<file path="src/ptc_pkg.sv">
`timescale 1ns / 1ps

package ptc_pkg;

  typedef logic [5:0] kind_t;
  typedef logic [1:0] err_t;

  typedef struct packed {
    logic [7:0]  byte_req;
    logic        end_of_input;
    logic [31:0] byte_offset;
    logic [31:0] byte_line;
    logic [31:0] byte_col;
  } in_beat_t;

  typedef struct packed {
    kind_t       token_kind;
    err_t        error_code;
    logic [31:0] start_offset;
    logic [31:0] start_line;
    logic [31:0] start_col;
    logic        last;
  } out_beat_t;

  // Up to two results per byte, oldest in r0.
  typedef struct packed {
    logic [1:0] cnt;
    out_beat_t  r0;
    out_beat_t  r1;
  } push_t;

  typedef enum logic [4:0] {
    M_IDLE, M_PCT, M_AMP, M_PIPE, M_CARET, M_PLUS, M_MINUS, M_STAR, M_EQ,
    M_BANG, M_LT, M_LTLT, M_GT, M_GTGT, M_COLON, M_DOT, M_CR, M_SLASH,
    M_WS, M_LINE_FIRST, M_LINE, M_DOC, M_BLOCK, M_BLOCK_STAR
  } mode_t;

  localparam err_t ERR_NONE       = 2'd0;
  localparam err_t ERR_BAD_BYTE   = 2'd1;
  localparam err_t ERR_OPEN_BLOCK = 2'd2;

  localparam logic [7:0] CH_AT    = 8'h40;
  localparam logic [7:0] CH_EQ    = 8'h3D;
  localparam logic [7:0] CH_STAR  = 8'h2A;
  localparam logic [7:0] CH_SLASH = 8'h2F;
  localparam logic [7:0] CH_CR    = 8'h0D;
  localparam logic [7:0] CH_LF    = 8'h0A;
  localparam logic [7:0] CH_VT    = 8'h0B;
  localparam logic [7:0] CH_FF    = 8'h0C;
  localparam logic [7:0] CH_SPACE = 8'h20;
  localparam logic [7:0] CH_TAB   = 8'h09;

  localparam kind_t K_SEMI = 6'd0, K_COMMA = 6'd1, K_LPAREN = 6'd2, K_RPAREN = 6'd3;
  localparam kind_t K_LBRACE = 6'd4, K_RBRACE = 6'd5, K_LBRACK = 6'd6, K_RBRACK = 6'd7;
  localparam kind_t K_AT = 6'd8, K_HASH = 6'd9, K_DOLLAR = 6'd10, K_QUEST = 6'd11;
  localparam kind_t K_TILDE = 6'd12, K_NEWLINE = 6'd13, K_PERCENT = 6'd14;
  localparam kind_t K_PERCENTEQ = 6'd15, K_ANDAND = 6'd16, K_ANDEQ = 6'd17, K_AND = 6'd18;
  localparam kind_t K_OROR = 6'd19, K_OREQ = 6'd20, K_OR = 6'd21, K_CARETEQ = 6'd22;
  localparam kind_t K_CARET = 6'd23, K_PLUSEQ = 6'd24, K_PLUSPLUS = 6'd25, K_PLUS = 6'd26;
  localparam kind_t K_ARROW = 6'd27, K_MINUSMINUS = 6'd28, K_MINUSEQ = 6'd29;
  localparam kind_t K_MINUS = 6'd30, K_STARSTAR = 6'd31, K_STAREQ = 6'd32, K_STAR = 6'd33;
  localparam kind_t K_DOC = 6'd34, K_LINECOM = 6'd35, K_BLOCKCOM = 6'd36;
  localparam kind_t K_SLASHEQ = 6'd37, K_SLASH = 6'd38, K_EQEQ = 6'd39, K_EQ = 6'd40;
  localparam kind_t K_NE = 6'd41, K_BANG = 6'd42, K_LE = 6'd43, K_SHLEQ = 6'd44;
  localparam kind_t K_SHL = 6'd45, K_LT = 6'd46, K_GE = 6'd47, K_SHREQ = 6'd48;
  localparam kind_t K_SHR = 6'd49, K_GT = 6'd50, K_COLCOL = 6'd51, K_COLEQ = 6'd52;
  localparam kind_t K_COLON = 6'd53, K_DOTDOT = 6'd54, K_DOT = 6'd55, K_WS = 6'd56;

  typedef struct packed {
    logic  emit;
    kind_t kind;
    err_t  err;
    mode_t mode;
  } step_t;

  // First byte of a token.
  function automatic step_t fresh_step(input logic [7:0] b);
    step_t s;
    s = '{emit: 1'b1, kind: K_SEMI, err: ERR_NONE, mode: M_IDLE};
    case (b)
      8'h3B: s.kind = K_SEMI;
      8'h2C: s.kind = K_COMMA;
      8'h28: s.kind = K_LPAREN;
      8'h29: s.kind = K_RPAREN;
      8'h7B: s.kind = K_LBRACE;
      8'h7D: s.kind = K_RBRACE;
      8'h5B: s.kind = K_LBRACK;
      8'h5D: s.kind = K_RBRACK;
      CH_AT: s.kind = K_AT;
      8'h23: s.kind = K_HASH;
      8'h24: s.kind = K_DOLLAR;
      8'h3F: s.kind = K_QUEST;
      8'h7E: s.kind = K_TILDE;
      CH_LF: s.kind = K_NEWLINE;
      8'h25: begin s.emit = 1'b0; s.mode = M_PCT; end
      8'h26: begin s.emit = 1'b0; s.mode = M_AMP; end
      8'h7C: begin s.emit = 1'b0; s.mode = M_PIPE; end
      8'h5E: begin s.emit = 1'b0; s.mode = M_CARET; end
      8'h2B: begin s.emit = 1'b0; s.mode = M_PLUS; end
      8'h2D: begin s.emit = 1'b0; s.mode = M_MINUS; end
      CH_STAR: begin s.emit = 1'b0; s.mode = M_STAR; end
      CH_SLASH: begin s.emit = 1'b0; s.mode = M_SLASH; end
      CH_EQ: begin s.emit = 1'b0; s.mode = M_EQ; end
      8'h21: begin s.emit = 1'b0; s.mode = M_BANG; end
      8'h3C: begin s.emit = 1'b0; s.mode = M_LT; end
      8'h3E: begin s.emit = 1'b0; s.mode = M_GT; end
      8'h3A: begin s.emit = 1'b0; s.mode = M_COLON; end
      8'h2E: begin s.emit = 1'b0; s.mode = M_DOT; end
      CH_CR: begin s.emit = 1'b0; s.mode = M_CR; end
      CH_SPACE: begin s.emit = 1'b0; s.mode = M_WS; end
      default: s.err = ERR_BAD_BYTE;
    endcase
    return s;
  endfunction

  // Pending token reported as is.
  function automatic step_t flush_step(input mode_t m);
    step_t s;
    s = '{emit: 1'b1, kind: K_SEMI, err: ERR_NONE, mode: M_IDLE};
    unique case (m)
      M_IDLE:       s.emit = 1'b0;
      M_PCT:        s.kind = K_PERCENT;
      M_AMP:        s.kind = K_AND;
      M_PIPE:       s.kind = K_OR;
      M_CARET:      s.kind = K_CARET;
      M_PLUS:       s.kind = K_PLUS;
      M_MINUS:      s.kind = K_MINUS;
      M_STAR:       s.kind = K_STAR;
      M_EQ:         s.kind = K_EQ;
      M_BANG:       s.kind = K_BANG;
      M_LT:         s.kind = K_LT;
      M_LTLT:       s.kind = K_SHL;
      M_GT:         s.kind = K_GT;
      M_GTGT:       s.kind = K_SHR;
      M_COLON:      s.kind = K_COLON;
      M_DOT:        s.kind = K_DOT;
      M_CR:         s.kind = K_NEWLINE;
      M_SLASH:      s.kind = K_SLASH;
      M_WS:         s.kind = K_WS;
      M_LINE_FIRST: s.kind = K_LINECOM;
      M_LINE:       s.kind = K_LINECOM;
      M_DOC:        s.kind = K_DOC;
      M_BLOCK:      s.err = ERR_OPEN_BLOCK;
      M_BLOCK_STAR: s.err = ERR_OPEN_BLOCK;
      default:      s.emit = 1'b0;
    endcase
    return s;
  endfunction

  // Byte after an operator prefix. emit: longer operator done.
  // go: stay in a longer prefix, mode holds the new prefix.
  typedef struct packed {
    logic  emit;
    logic  go;
    kind_t kind;
    mode_t mode;
  } op_t;

  function automatic op_t op_step(input mode_t m, input logic [7:0] b);
    op_t o;
    o = '{emit: 1'b0, go: 1'b0, kind: K_SEMI, mode: M_IDLE};
    case (m)
      M_PCT:   if (b == CH_EQ) begin o.emit = 1'b1; o.kind = K_PERCENTEQ; end
      M_AMP: begin
        if (b == 8'h26) begin o.emit = 1'b1; o.kind = K_ANDAND; end
        else if (b == CH_EQ) begin o.emit = 1'b1; o.kind = K_ANDEQ; end
      end
      M_PIPE: begin
        if (b == 8'h7C) begin o.emit = 1'b1; o.kind = K_OROR; end
        else if (b == CH_EQ) begin o.emit = 1'b1; o.kind = K_OREQ; end
      end
      M_CARET: if (b == CH_EQ) begin o.emit = 1'b1; o.kind = K_CARETEQ; end
      M_PLUS: begin
        if (b == CH_EQ) begin o.emit = 1'b1; o.kind = K_PLUSEQ; end
        else if (b == 8'h2B) begin o.emit = 1'b1; o.kind = K_PLUSPLUS; end
      end
      M_MINUS: begin
        if (b == 8'h3E) begin o.emit = 1'b1; o.kind = K_ARROW; end
        else if (b == 8'h2D) begin o.emit = 1'b1; o.kind = K_MINUSMINUS; end
        else if (b == CH_EQ) begin o.emit = 1'b1; o.kind = K_MINUSEQ; end
      end
      M_STAR: begin
        if (b == CH_STAR) begin o.emit = 1'b1; o.kind = K_STARSTAR; end
        else if (b == CH_EQ) begin o.emit = 1'b1; o.kind = K_STAREQ; end
      end
      M_EQ:    if (b == CH_EQ) begin o.emit = 1'b1; o.kind = K_EQEQ; end
      M_BANG:  if (b == CH_EQ) begin o.emit = 1'b1; o.kind = K_NE; end
      M_LT: begin
        if (b == 8'h3C) begin o.go = 1'b1; o.mode = M_LTLT; end
        else if (b == CH_EQ) begin o.emit = 1'b1; o.kind = K_LE; end
      end
      M_LTLT:  if (b == CH_EQ) begin o.emit = 1'b1; o.kind = K_SHLEQ; end
      M_GT: begin
        if (b == 8'h3E) begin o.go = 1'b1; o.mode = M_GTGT; end
        else if (b == CH_EQ) begin o.emit = 1'b1; o.kind = K_GE; end
      end
      M_GTGT:  if (b == CH_EQ) begin o.emit = 1'b1; o.kind = K_SHREQ; end
      M_COLON: begin
        if (b == 8'h3A) begin o.emit = 1'b1; o.kind = K_COLCOL; end
        else if (b == CH_EQ) begin o.emit = 1'b1; o.kind = K_COLEQ; end
      end
      M_DOT:   if (b == 8'h2E) begin o.emit = 1'b1; o.kind = K_DOTDOT; end
      M_CR:    if (b == CH_LF) begin o.emit = 1'b1; o.kind = K_NEWLINE; end
      M_SLASH: begin
        if (b == CH_SLASH) begin o.go = 1'b1; o.mode = M_LINE_FIRST; end
        else if (b == CH_STAR) begin o.go = 1'b1; o.mode = M_BLOCK; end
        else if (b == CH_EQ) begin o.emit = 1'b1; o.kind = K_SLASHEQ; end
      end
      default: o.emit = 1'b0;
    endcase
    return o;
  endfunction

endpackage

</file>
<file path="src/punctuation_comment_tokenizer.sv">
`timescale 1ns / 1ps

// Channel   Dir   Handshake             Beat
// in_       in    in_valid / in_stall   one source byte or end-of-input flush
// out_      out   out_valid / out_stall one token or error, last marks final
//
// One byte per cycle while in_stall is low. Each byte waits in the input register,
// where the scan step produces up to two results into a four-entry result queue;
// a result is visible the cycle after its byte is processed.
// The queue passes on one result per cycle while out_stall is low; a byte that
// yields two results needs two output beats, so the slower side sets the rate.
// in_stall rises while a byte waits in the input register and the queue has
// fewer than two free entries.
// Synchronous active-low reset: idle, no pending token, start position zero.

module punctuation_comment_tokenizer import ptc_pkg::*; (
  input  logic      clk,
  input  logic      rst_n,
  input  logic      in_valid,
  output logic      in_stall,
  input  in_beat_t  in_data,
  output logic      out_valid,
  input  logic      out_stall,
  output out_beat_t out_data
);

  push_t push;
  logic  room;

  ptc_core u_core (
    .clk      (clk),
    .rst_n    (rst_n),
    .in_valid (in_valid),
    .in_stall (in_stall),
    .in_data  (in_data),
    .room     (room),
    .push     (push)
  );

  ptc_outq u_outq (
    .clk       (clk),
    .rst_n     (rst_n),
    .push      (push),
    .room      (room),
    .out_valid (out_valid),
    .out_stall (out_stall),
    .out_data  (out_data)
  );

endmodule

</file>
<file path="src/ptc_core.sv">
`timescale 1ns / 1ps

module ptc_core import ptc_pkg::*; (
  input  logic     clk,
  input  logic     rst_n,
  input  logic     in_valid,
  output logic     in_stall,
  input  in_beat_t in_data,
  input  logic     room,
  output push_t    push
);

  in_beat_t    in_r;
  logic        vld_r, vld_nxt;
  mode_t       mode_r, mode_nxt;
  logic [31:0] off_r, off_nxt;
  logic [31:0] line_r, line_nxt;
  logic [31:0] col_r, col_nxt;

  logic      proc, accept;
  logic      do_flush, do_fresh;
  logic      a_vld, b_vld;
  out_beat_t a_res, b_res;
  step_t     fl, fr;
  op_t       op;
  logic [7:0] b;

  assign proc     = vld_r & room;
  assign in_stall = vld_r & ~room;
  assign accept   = in_valid & ~in_stall;
  assign b        = in_r.byte_req;
  assign fl       = flush_step(mode_r);
  assign fr       = fresh_step(b);
  assign op       = op_step(mode_r, b);

  always_comb begin
    vld_nxt  = accept ? 1'b1 : (proc ? 1'b0 : vld_r);
    mode_nxt = mode_r;
    off_nxt  = off_r;
    line_nxt = line_r;
    col_nxt  = col_r;
    do_flush = 1'b0;
    do_fresh = 1'b0;
    a_vld    = 1'b0;
    a_res    = '{token_kind: K_SEMI, error_code: ERR_NONE, start_offset: off_r,
                 start_line: line_r, start_col: col_r, last: 1'b0};
    if (in_r.end_of_input) begin
      do_flush = 1'b1;
      mode_nxt = M_IDLE;
    end else begin
      unique case (mode_r) inside
        M_IDLE: do_fresh = 1'b1;
        M_PCT, M_AMP, M_PIPE, M_CARET, M_PLUS, M_MINUS, M_STAR, M_EQ, M_BANG,
        M_LT, M_LTLT, M_GT, M_GTGT, M_COLON, M_DOT, M_CR, M_SLASH: begin
          if (op.go) begin
            mode_nxt = op.mode;
          end else if (op.emit) begin
            a_vld            = 1'b1;
            a_res.token_kind = op.kind;
            mode_nxt         = M_IDLE;
          end else begin
            do_flush = 1'b1;
            do_fresh = 1'b1;
          end
        end
        M_WS: begin
          if (b != CH_SPACE && b != CH_TAB) begin
            do_flush = 1'b1;
            do_fresh = 1'b1;
          end
        end
        M_LINE_FIRST, M_LINE, M_DOC: begin
          if (b == CH_LF || b == CH_VT || b == CH_FF || b == CH_CR) begin
            do_flush = 1'b1;
            do_fresh = 1'b1;
          end else if (mode_r == M_LINE_FIRST) begin
            mode_nxt = (b == CH_AT) ? M_DOC : M_LINE;
          end
        end
        M_BLOCK: if (b == CH_STAR) mode_nxt = M_BLOCK_STAR;
        M_BLOCK_STAR: begin
          if (b == CH_SLASH) begin
            a_vld            = 1'b1;
            a_res.token_kind = K_BLOCKCOM;
            mode_nxt         = M_IDLE;
          end else if (b != CH_STAR) begin
            mode_nxt = M_BLOCK;
          end
        end
        default: do_fresh = 1'b1;
      endcase
    end
    if (do_flush) begin
      a_vld            = fl.emit;
      a_res.token_kind = fl.kind;
      a_res.error_code = fl.err;
      mode_nxt         = M_IDLE;
    end
    b_vld = do_fresh & fr.emit;
    b_res = '{token_kind: fr.kind, error_code: fr.err, start_offset: in_r.byte_offset,
              start_line: in_r.byte_line, start_col: in_r.byte_col, last: 1'b1};
    if (do_fresh) begin
      mode_nxt = fr.mode;
      off_nxt  = in_r.byte_offset;
      line_nxt = in_r.byte_line;
      col_nxt  = in_r.byte_col;
    end
    push.cnt     = proc ? ({1'b0, a_vld} + {1'b0, b_vld}) : 2'd0;
    push.r0      = a_vld ? a_res : b_res;
    push.r0.last = ~(a_vld & b_vld);
    push.r1      = b_res;
  end

  always_ff @(posedge clk) begin
    if (accept) in_r <= in_data;
  end

  always_ff @(posedge clk) begin
    if (!rst_n) begin
      vld_r  <= 1'b0;
      mode_r <= M_IDLE;
      off_r  <= '0;
      line_r <= '0;
      col_r  <= '0;
    end else begin
      vld_r <= vld_nxt;
      if (proc) begin
        mode_r <= mode_nxt;
        off_r  <= off_nxt;
        line_r <= line_nxt;
        col_r  <= col_nxt;
      end
    end
  end

endmodule

</file>
<file path="src/ptc_outq.sv">
`timescale 1ns / 1ps

module ptc_outq import ptc_pkg::*; (
  input  logic      clk,
  input  logic      rst_n,
  input  push_t     push,
  output logic      room,
  output logic      out_valid,
  input  logic      out_stall,
  output out_beat_t out_data
);

  out_beat_t  q_r [4];
  logic [1:0] wr_r, wr_nxt;
  logic [1:0] rd_r, rd_nxt;
  logic [2:0] cnt_r, cnt_nxt;
  logic       pop;

  assign out_valid = (cnt_r != 3'd0);
  assign out_data  = q_r[rd_r];
  assign pop       = out_valid & ~out_stall;
  assign room      = (cnt_r < 3'd3);

  always_comb begin
    wr_nxt  = wr_r + push.cnt;
    rd_nxt  = rd_r + {1'b0, pop};
    cnt_nxt = cnt_r + {1'b0, push.cnt} - {2'b0, pop};
  end

  always_ff @(posedge clk) begin
    if (push.cnt != 2'd0) q_r[wr_r] <= push.r0;
    if (push.cnt == 2'd2) q_r[wr_r + 2'd1] <= push.r1;
  end

  always_ff @(posedge clk) begin
    if (!rst_n) begin
      wr_r  <= '0;
      rd_r  <= '0;
      cnt_r <= '0;
    end else begin
      wr_r  <= wr_nxt;
      rd_r  <= rd_nxt;
      cnt_r <= cnt_nxt;
    end
  end

endmodule
</file>
<file path="config.mk">
export PLATFORM = sky130hd
export DESIGN_NAME = punctuation_comment_tokenizer
export DESIGN_NICKNAME = d
export VERILOG_FILES = /design/src/ptc_pkg.sv /design/src/punctuation_comment_tokenizer.sv /design/src/ptc_core.sv /design/src/ptc_outq.sv
export SDC_FILE = /design/constraint.sdc
export NUM_CORES = 1
export LEC_CHECK = 0
export ABC_AREA = 0
export BUFFER_PORTS_ARGS = -buffer_cell sky130_fd_sc_hd__buf_4
export CAP_MARGIN = 20
export CORE_ASPECT_RATIO = 1.2
export CORE_MARGIN = 2
export CORE_UTILIZATION = 63
export CTS_BUF_LIST = sky130_fd_sc_hd__clkbuf_16
export DETAILED_ROUTE_END_ITERATION = 6
export HOLD_SLACK_MARGIN = 0.02
export PLACE_DENSITY = 0.82
export SLEW_MARGIN = 30
export SYNTH_ARGS = -nofsm -noshare
export SYNTH_HDL_FRONTEND = slang
export SYNTH_SLANG_ARGS = --single-unit
</file>
<file path="constraint.sdc">
create_clock -name clk -period 13.81 [get_ports clk]
set_input_delay 3.4525 -clock clk [delete_from_list [all_inputs] [get_ports clk]]
set_output_delay 3.4525 -clock clk [all_outputs]
set_load 0.02 [all_outputs]
</file>
## Yosys cells after proc, flatten, opt, wreduce, memory -nomap -nowiden

Memories as Yosys holds them, arrays and structs flattened. A register that Yosys moved wholly into a read port is not among the register bits.
Cells that the tools add are included.

- Add/sub/neg operators: 6
- Bitwise operators: 10
- Muxes and demuxes: 103
- $lt $le $gt $ge: 1
- Reduce and logical (&&, ||, !) cells: 18
- Equal/unequal tests: 64

Operators with widths:

| cell | number |
|---|---|
| 8-bit by 6-bit == test with 1-bit output, second input constant | 20 |
| 6-bit 2-to-1 mux | 20 |
| 6-bit case mux with 20 select lines | 1 |
| 5-bit 2-to-1 mux | 22 |
| 105-bit 2-to-1 mux | 1 |
| 6-bit case mux with 17 select lines | 1 |
| 5-bit case mux with 16 select lines | 1 |
| 8-bit by 7-bit == test with 1-bit output, second input constant | 8 |
| 4-bit case mux with 13 select lines | 1 |
| 5-bit by 4-bit == test with 1-bit output, second input constant | 8 |
| 5-bit == test, second input constant | 8 |
| 1-bit 2-to-1 mux | 40 |
| 8-bit by 4-bit == test with 1-bit output, second input constant | 4 |
| 30-bit OR reduction | 1 |
| 23-bit OR reduction | 1 |
| 5-bit by 3-bit == test with 1-bit output, second input constant | 4 |
| 5-bit case mux with 4 select lines | 1 |
| 17-bit OR reduction | 1 |
| 4-bit 2-to-1 mux | 4 |
| 8-bit by 6-bit inequality test with 1-bit output, second input constant | 2 |
| 16-bit OR reduction | 1 |
| 5-bit case mux with 3 select lines | 1 |
| 1-bit case mux with 12 select lines | 1 |
| 6-bit case mux with 2 select lines | 1 |
| other kinds (32) | 49 |

- Register bits after elaboration: 214
- Input port bits: 109
- RAM bits: 420
- Memories: 1
- Output and inout bits: 107
- Logic and storage cells: 216

Memories:

| name | depth | width | rd ports | clocked after memory_dff | wr ports | line | source |
|---|---|---|---|---|---|---|---|
| u_outq.q_r | 4 | 105 | 1 | 1 | 2 | ptc_outq.sv:13 | `out_beat_t q_r [4];` |

## Depth between registers and ports, before layout

- Depth after elaboration: 15
- Depth in mapped cells: 19
- Mapped depth without buffers: 13

## Cells and area by module

Synthesis repeated with hierarchy kept, for this count alone.

- Cell total of the unflattened synthesis: 2145
- Area total of the unflattened synthesis: 31901.8 sq um

By module, submodules not included:

| module | instances | seq. area each (sq um) | cells each | area an instance (sq um) |
|---|---|---|---|---|
| ptc_outq | 1 | 12752.2 | 1064 | 20598.5 |
| ptc_core | 1 | 5195.0 | 1081 | 11303.3 |

## Least setup slack after synthesis

Ideal clock, no wire load.

- Path type: input to register
- Start: input in_valid
- End: register u_core.in_r (netlist bit u_core.b[0]), enable pin
- Library setup time: 0.580 ns
- Required time: 13.230 ns
- Slack: 5.212 ns
- Cell stages on the path: 1
- Arrival: 8.018 ns
- Path buffers: 0
- Path through: nor2b_1

- Word-level cells in the longest chain between the ends: 1

Ends and longest elaborated chain:

| element | line | source |
|---|---|---|
| start: declaration | punctuation_comment_tokenizer.sv:19 | `input logic in_valid,` |
| 1-bit bitwise AND | ptc_core.sv:30 | `assign accept = in_valid & ~in_stall;` |
| end signal: assignment | ptc_core.sv:115 | `if (accept) in_r <= in_data;` |
| end: declaration | ptc_core.sv:13 | `in_beat_t in_r;` |

Every way passes these cells.
A chain may end at the register's enable or synchronous reset.

==> flow_metrics.py <==
metrics = {
    "route": {
        "via_per_inst": 6.89,
        "vias": 19400,
        "avgRoutedWirePerCell_um": 26.6,
        "drt-pass1-iter-count": 6,
        "postRouteAntennaNets": 0,
        "drt-initial-drc-count": 1843,
        "post-route-drc-count": 0,
        "wirelength_um": 74900,
    },
    "logic_synthesis": {
        "synthCells": 2021,
        "synth.ff_latch_count": 634,
        "syn_avg_cell_area_um2": 14.2,
        "syn_area_um2": 28700,
        "syn-num-nets": 2135,
        "synthArstFlopShare": 0,
        "seq_area_frac_synth": 0.620,
        "synth_top_area_share": 0.533,
        "synth_top_area_cell": "edfxtp_1",
        "yosysWarnings": 0,
        "ys.flop_type": "edfxtp_1",
        "yosysUniqueCellTypes": 79,
        "synth-edff-count": 509,
        "synth_area_leaders": "edfxtp_1, a22o_1, dfxtp_1, mux4_2, mux2i_1",
    },
    "worst_setup_path": {
        "path_class": "reg -> out",
        "crit_top_cell": "buf_4",
        "cp_slowest_cell": "dfxtp_4",
        "r2r-start": "u_core.b[5]",
        "arrival_ns": 3.27,
        "slowest_delay_ns": 0.90,
        "cpLargestDelayFamily": "buffers and inverters",
        "endpoint_kind": "primary output",
        "crit_required_ns": 10.36,
        "crit_cells": 3,
        "timing.critical_path.fanout_max": 41,
        "timing.reg2reg.setup_slack_ns": 7.27,
        "start_kind": "flop",
        "reg2reg_depth": 15,
        "path_buf_inv": 2,
        "crit_chain": "buf_4 > mux4_2 > buf_4",
        "r2r_end": "u_outq.q_r[2][91]",
    },
    "pwr": {
        "p_leak_nw": 10.9,
        "power.internal_w": 0.00384,
        "p_sw_w": 0.00165,
        "combPwrFrac": 0.254,
        "switching_share": 0.301,
        "pwr-share-clk": 0.309,
        "power_w": 0.00549,
        "power_frac_seq": 0.438,
        "pwr_density_cell_nw_per_um2": 168,
        "ir_drop_mv": 0.133,
    },
    "global_route": {
        "grtUsageTotal": 0.317,
        "antenna_found_initial": 3,
        "grt_max_degree": 108,
        "grt_pass1_vias": 19700,
        "grt-ovfl-total": 0,
        "grt_pass1_wl_um": 113000,
    },
    "sta": {
        "tightest_slew_ns": 1.00,
        "finalSetupViolCount": 0,
        "post-route-period-util": 0.487,
        "relSlewSlack": 0.332,
        "min_period_ns": 6.72,
        "skew_ns": 0.0231,
        "rsz0062_at_grt": "false",
        "slew_violations": 0,
        "tns_ns": 0,
        "fmax_mhz": 149,
        "hold_viol": 0,
    },
    "clocking": {
        "clk-insertion-delay-late_ns": 0.62,
        "cts_made_buffers": 59,
        "cts_root_buffer": "clkbuf_16",
        "cts_tree": "yes",
        "post_cts_buffers": 0,
        "clk_pin_slew_worst_paths_ns": 0.06,
        "holdBufCountCts": 0,
        "clock_sinks": 634,
        "h-tree-depth": 2,
        "clk_path_buf_depth": 3,
        "postCtsResizedCells": 0,
    },
    "worst_hold_path": {
        "min_delay_path_depth": 2,
        "holdPathEnd": "u_outq.q_r[1][104]",
        "hold_path_class": "reg -> reg",
        "hp-start": "u_outq.q_r[1][104]",
    },
    "floorplan": {
        "fp.dieW_um": 199,
        "pin_count": 216,
        "die_y_um": 238,
        "core-area_um2": 44900,
        "initial_core_util": 0.639,
        "std_cell_rows": 85,
        "die_area_um2": 47300,
    },
    "place": {
        "io_buffers": 215,
        "dp_hpwl_um": 41000,
        "dp_cells": 2701,
        "gp_congestion": 0.921,
        "postPlaceCellArea_um2": 30700,
    },
    "cells_and_area": {
        "finalNonFillerCells": 2816,
        "drive_gt1_frac": 0.219,
        "fin_area_um2": 32700,
        "mostFrequentLayoutCells": "edfxtp_1, a22o_1, buf_4",
        "areaGrowthSynthToFinish_pct": 14.1,
        "mostFrequentLayoutCell": "edfxtp_1",
        "fin_nets": 2267,
    },
    "run": {
        "cap_violations": 0,
    },
    "outcome": {
        "status": "complete, no violations",
    },
}
==> how the worst max path moves through the flow <==
stage | startpoint | slack [ns] | endpoint
3_3_place_gp | u_core.b[5] | 7.64 | u_outq.q_r[3][73]
2_1_floorplan | in_valid | 5.21 | u_core.b[0]
4_1_cts | u_outq.rd_r[0] | 7.01 | out_data[4]
5_1_grt | u_outq.rd_r[0] | 6.86 | out_data[4]
6_report | u_outq.rd_r[0] | 7.09 | out_data[4]
3_5_place_dp | u_core.b[4] | 7.53 | u_outq.q_r[3][71]
==> registers in the layout (all words and copies together) (netlist names) <==
name and flops:
u_core.line_r 32, u_core.col_r 32, u_outq.q_r 420, u_core.push 96, u_core.in_r 1, u_outq.wr_r 2, u_core.off_r 32, u_core.b 8
u_core.vld_r 1, u_core.mode_r 5, u_outq.rd_r 2, u_outq.cnt_r 3
==> cells in the mapped netlist (8+ instances only) <==
master	instances
edfxtp_1	509
a22o_1	385
nand2_1	238
dfxtp_1	125
mux4_2	105
mux2i_1	102
clkbuf_1	101
buf_2	59
o21ai_0	42
a21oi_1	30
nor2_1	30
nand3_1	27
buf_1	17
nor3_1	17
nor2b_1	16
o22ai_1	15
nand2b_1	12
nand3b_1	10
nor4_1	10
a31oi_1	9
or3_1	8
==> logic make-up (layout without fill, tap and decap cells) <==
logic type	after synthesis	after routing	synth area share
AOI/OAI and AO/OA	552	552	0.157
xor gates and xnor gates	8	8	0.00244
adders and majority gates	5	5	0.00244
buffers and inverters	191	374	0.0292
DFF	634	634	0.620
muxes	209	209	0.119
other	0	3	0
and+or+nand+nor	422	422	0.0704
==> worst reg2reg max path: stages (launching register included) <==
cell	delay (ns)
edfxtp_1	0.57
nor3b_1	0.86
nand3_1	0.29
a211o_2	0.43
a31oi_2	0.35
or2_2	0.39
nand2_1	0.11
ha_1	0.40
nor2_1	0.07
nor2_1	0.29
nand2_1	0.44
o21bai_1	0.37
o21ai_4	0.15
buf_4	0.54
buf_4	0.81
a22o_1	0.31
==> power by group through the flow <==
stage	registers (W)	logic [W]	clock network, W
floorplan	0.00237	0.000924	0
global placement	0.00242	0.00138	0
detailed placement	0.00244	0.00139	0
CTS	0.00240	0.00139	0.00171
global route	0.00242	0.00146	0.00178
finish	0.00240	0.00139	0.00169
==> per-layer routing <==
layer | vias to the layer above | global-route usage | share of wire
met1 | 9731 | 0.402 | 0.37
met4 | 0 | 0.146 | 0.039
met3 | 183 | 0.0474 | 0.083
li1 | 8371 | - | -
met2 | 1107 | 0.541 | 0.51
met5 | - | 0 | 0
==> area by class of cell <==
class                           instances  area [µm²]
Clock buffer                           60        1500
Multi-Input combinational cell       1196       10200
Inverter                                6        22.5
Tap cell                              609         762
Antenna cell                            3        7.51
Timing Repair Buffer                  256        1940
Fill cell                            2895       12100
Sequential cell                       634       17800
Clock inverter                         52         524
==> through the flow <==
step                      setup WS, ns  utilization  hold slack, ns
after global placement            7.64        0.684           0.446
after floorplan                   5.21            -           0.431
after CTS                         7.01        0.729           0.475
after global routing              6.86        0.729           0.499
after detailed placement          7.53        0.684           0.462
final                             7.09        0.729           0.477
Note: power is estimated with default switching activity, not from simulation.
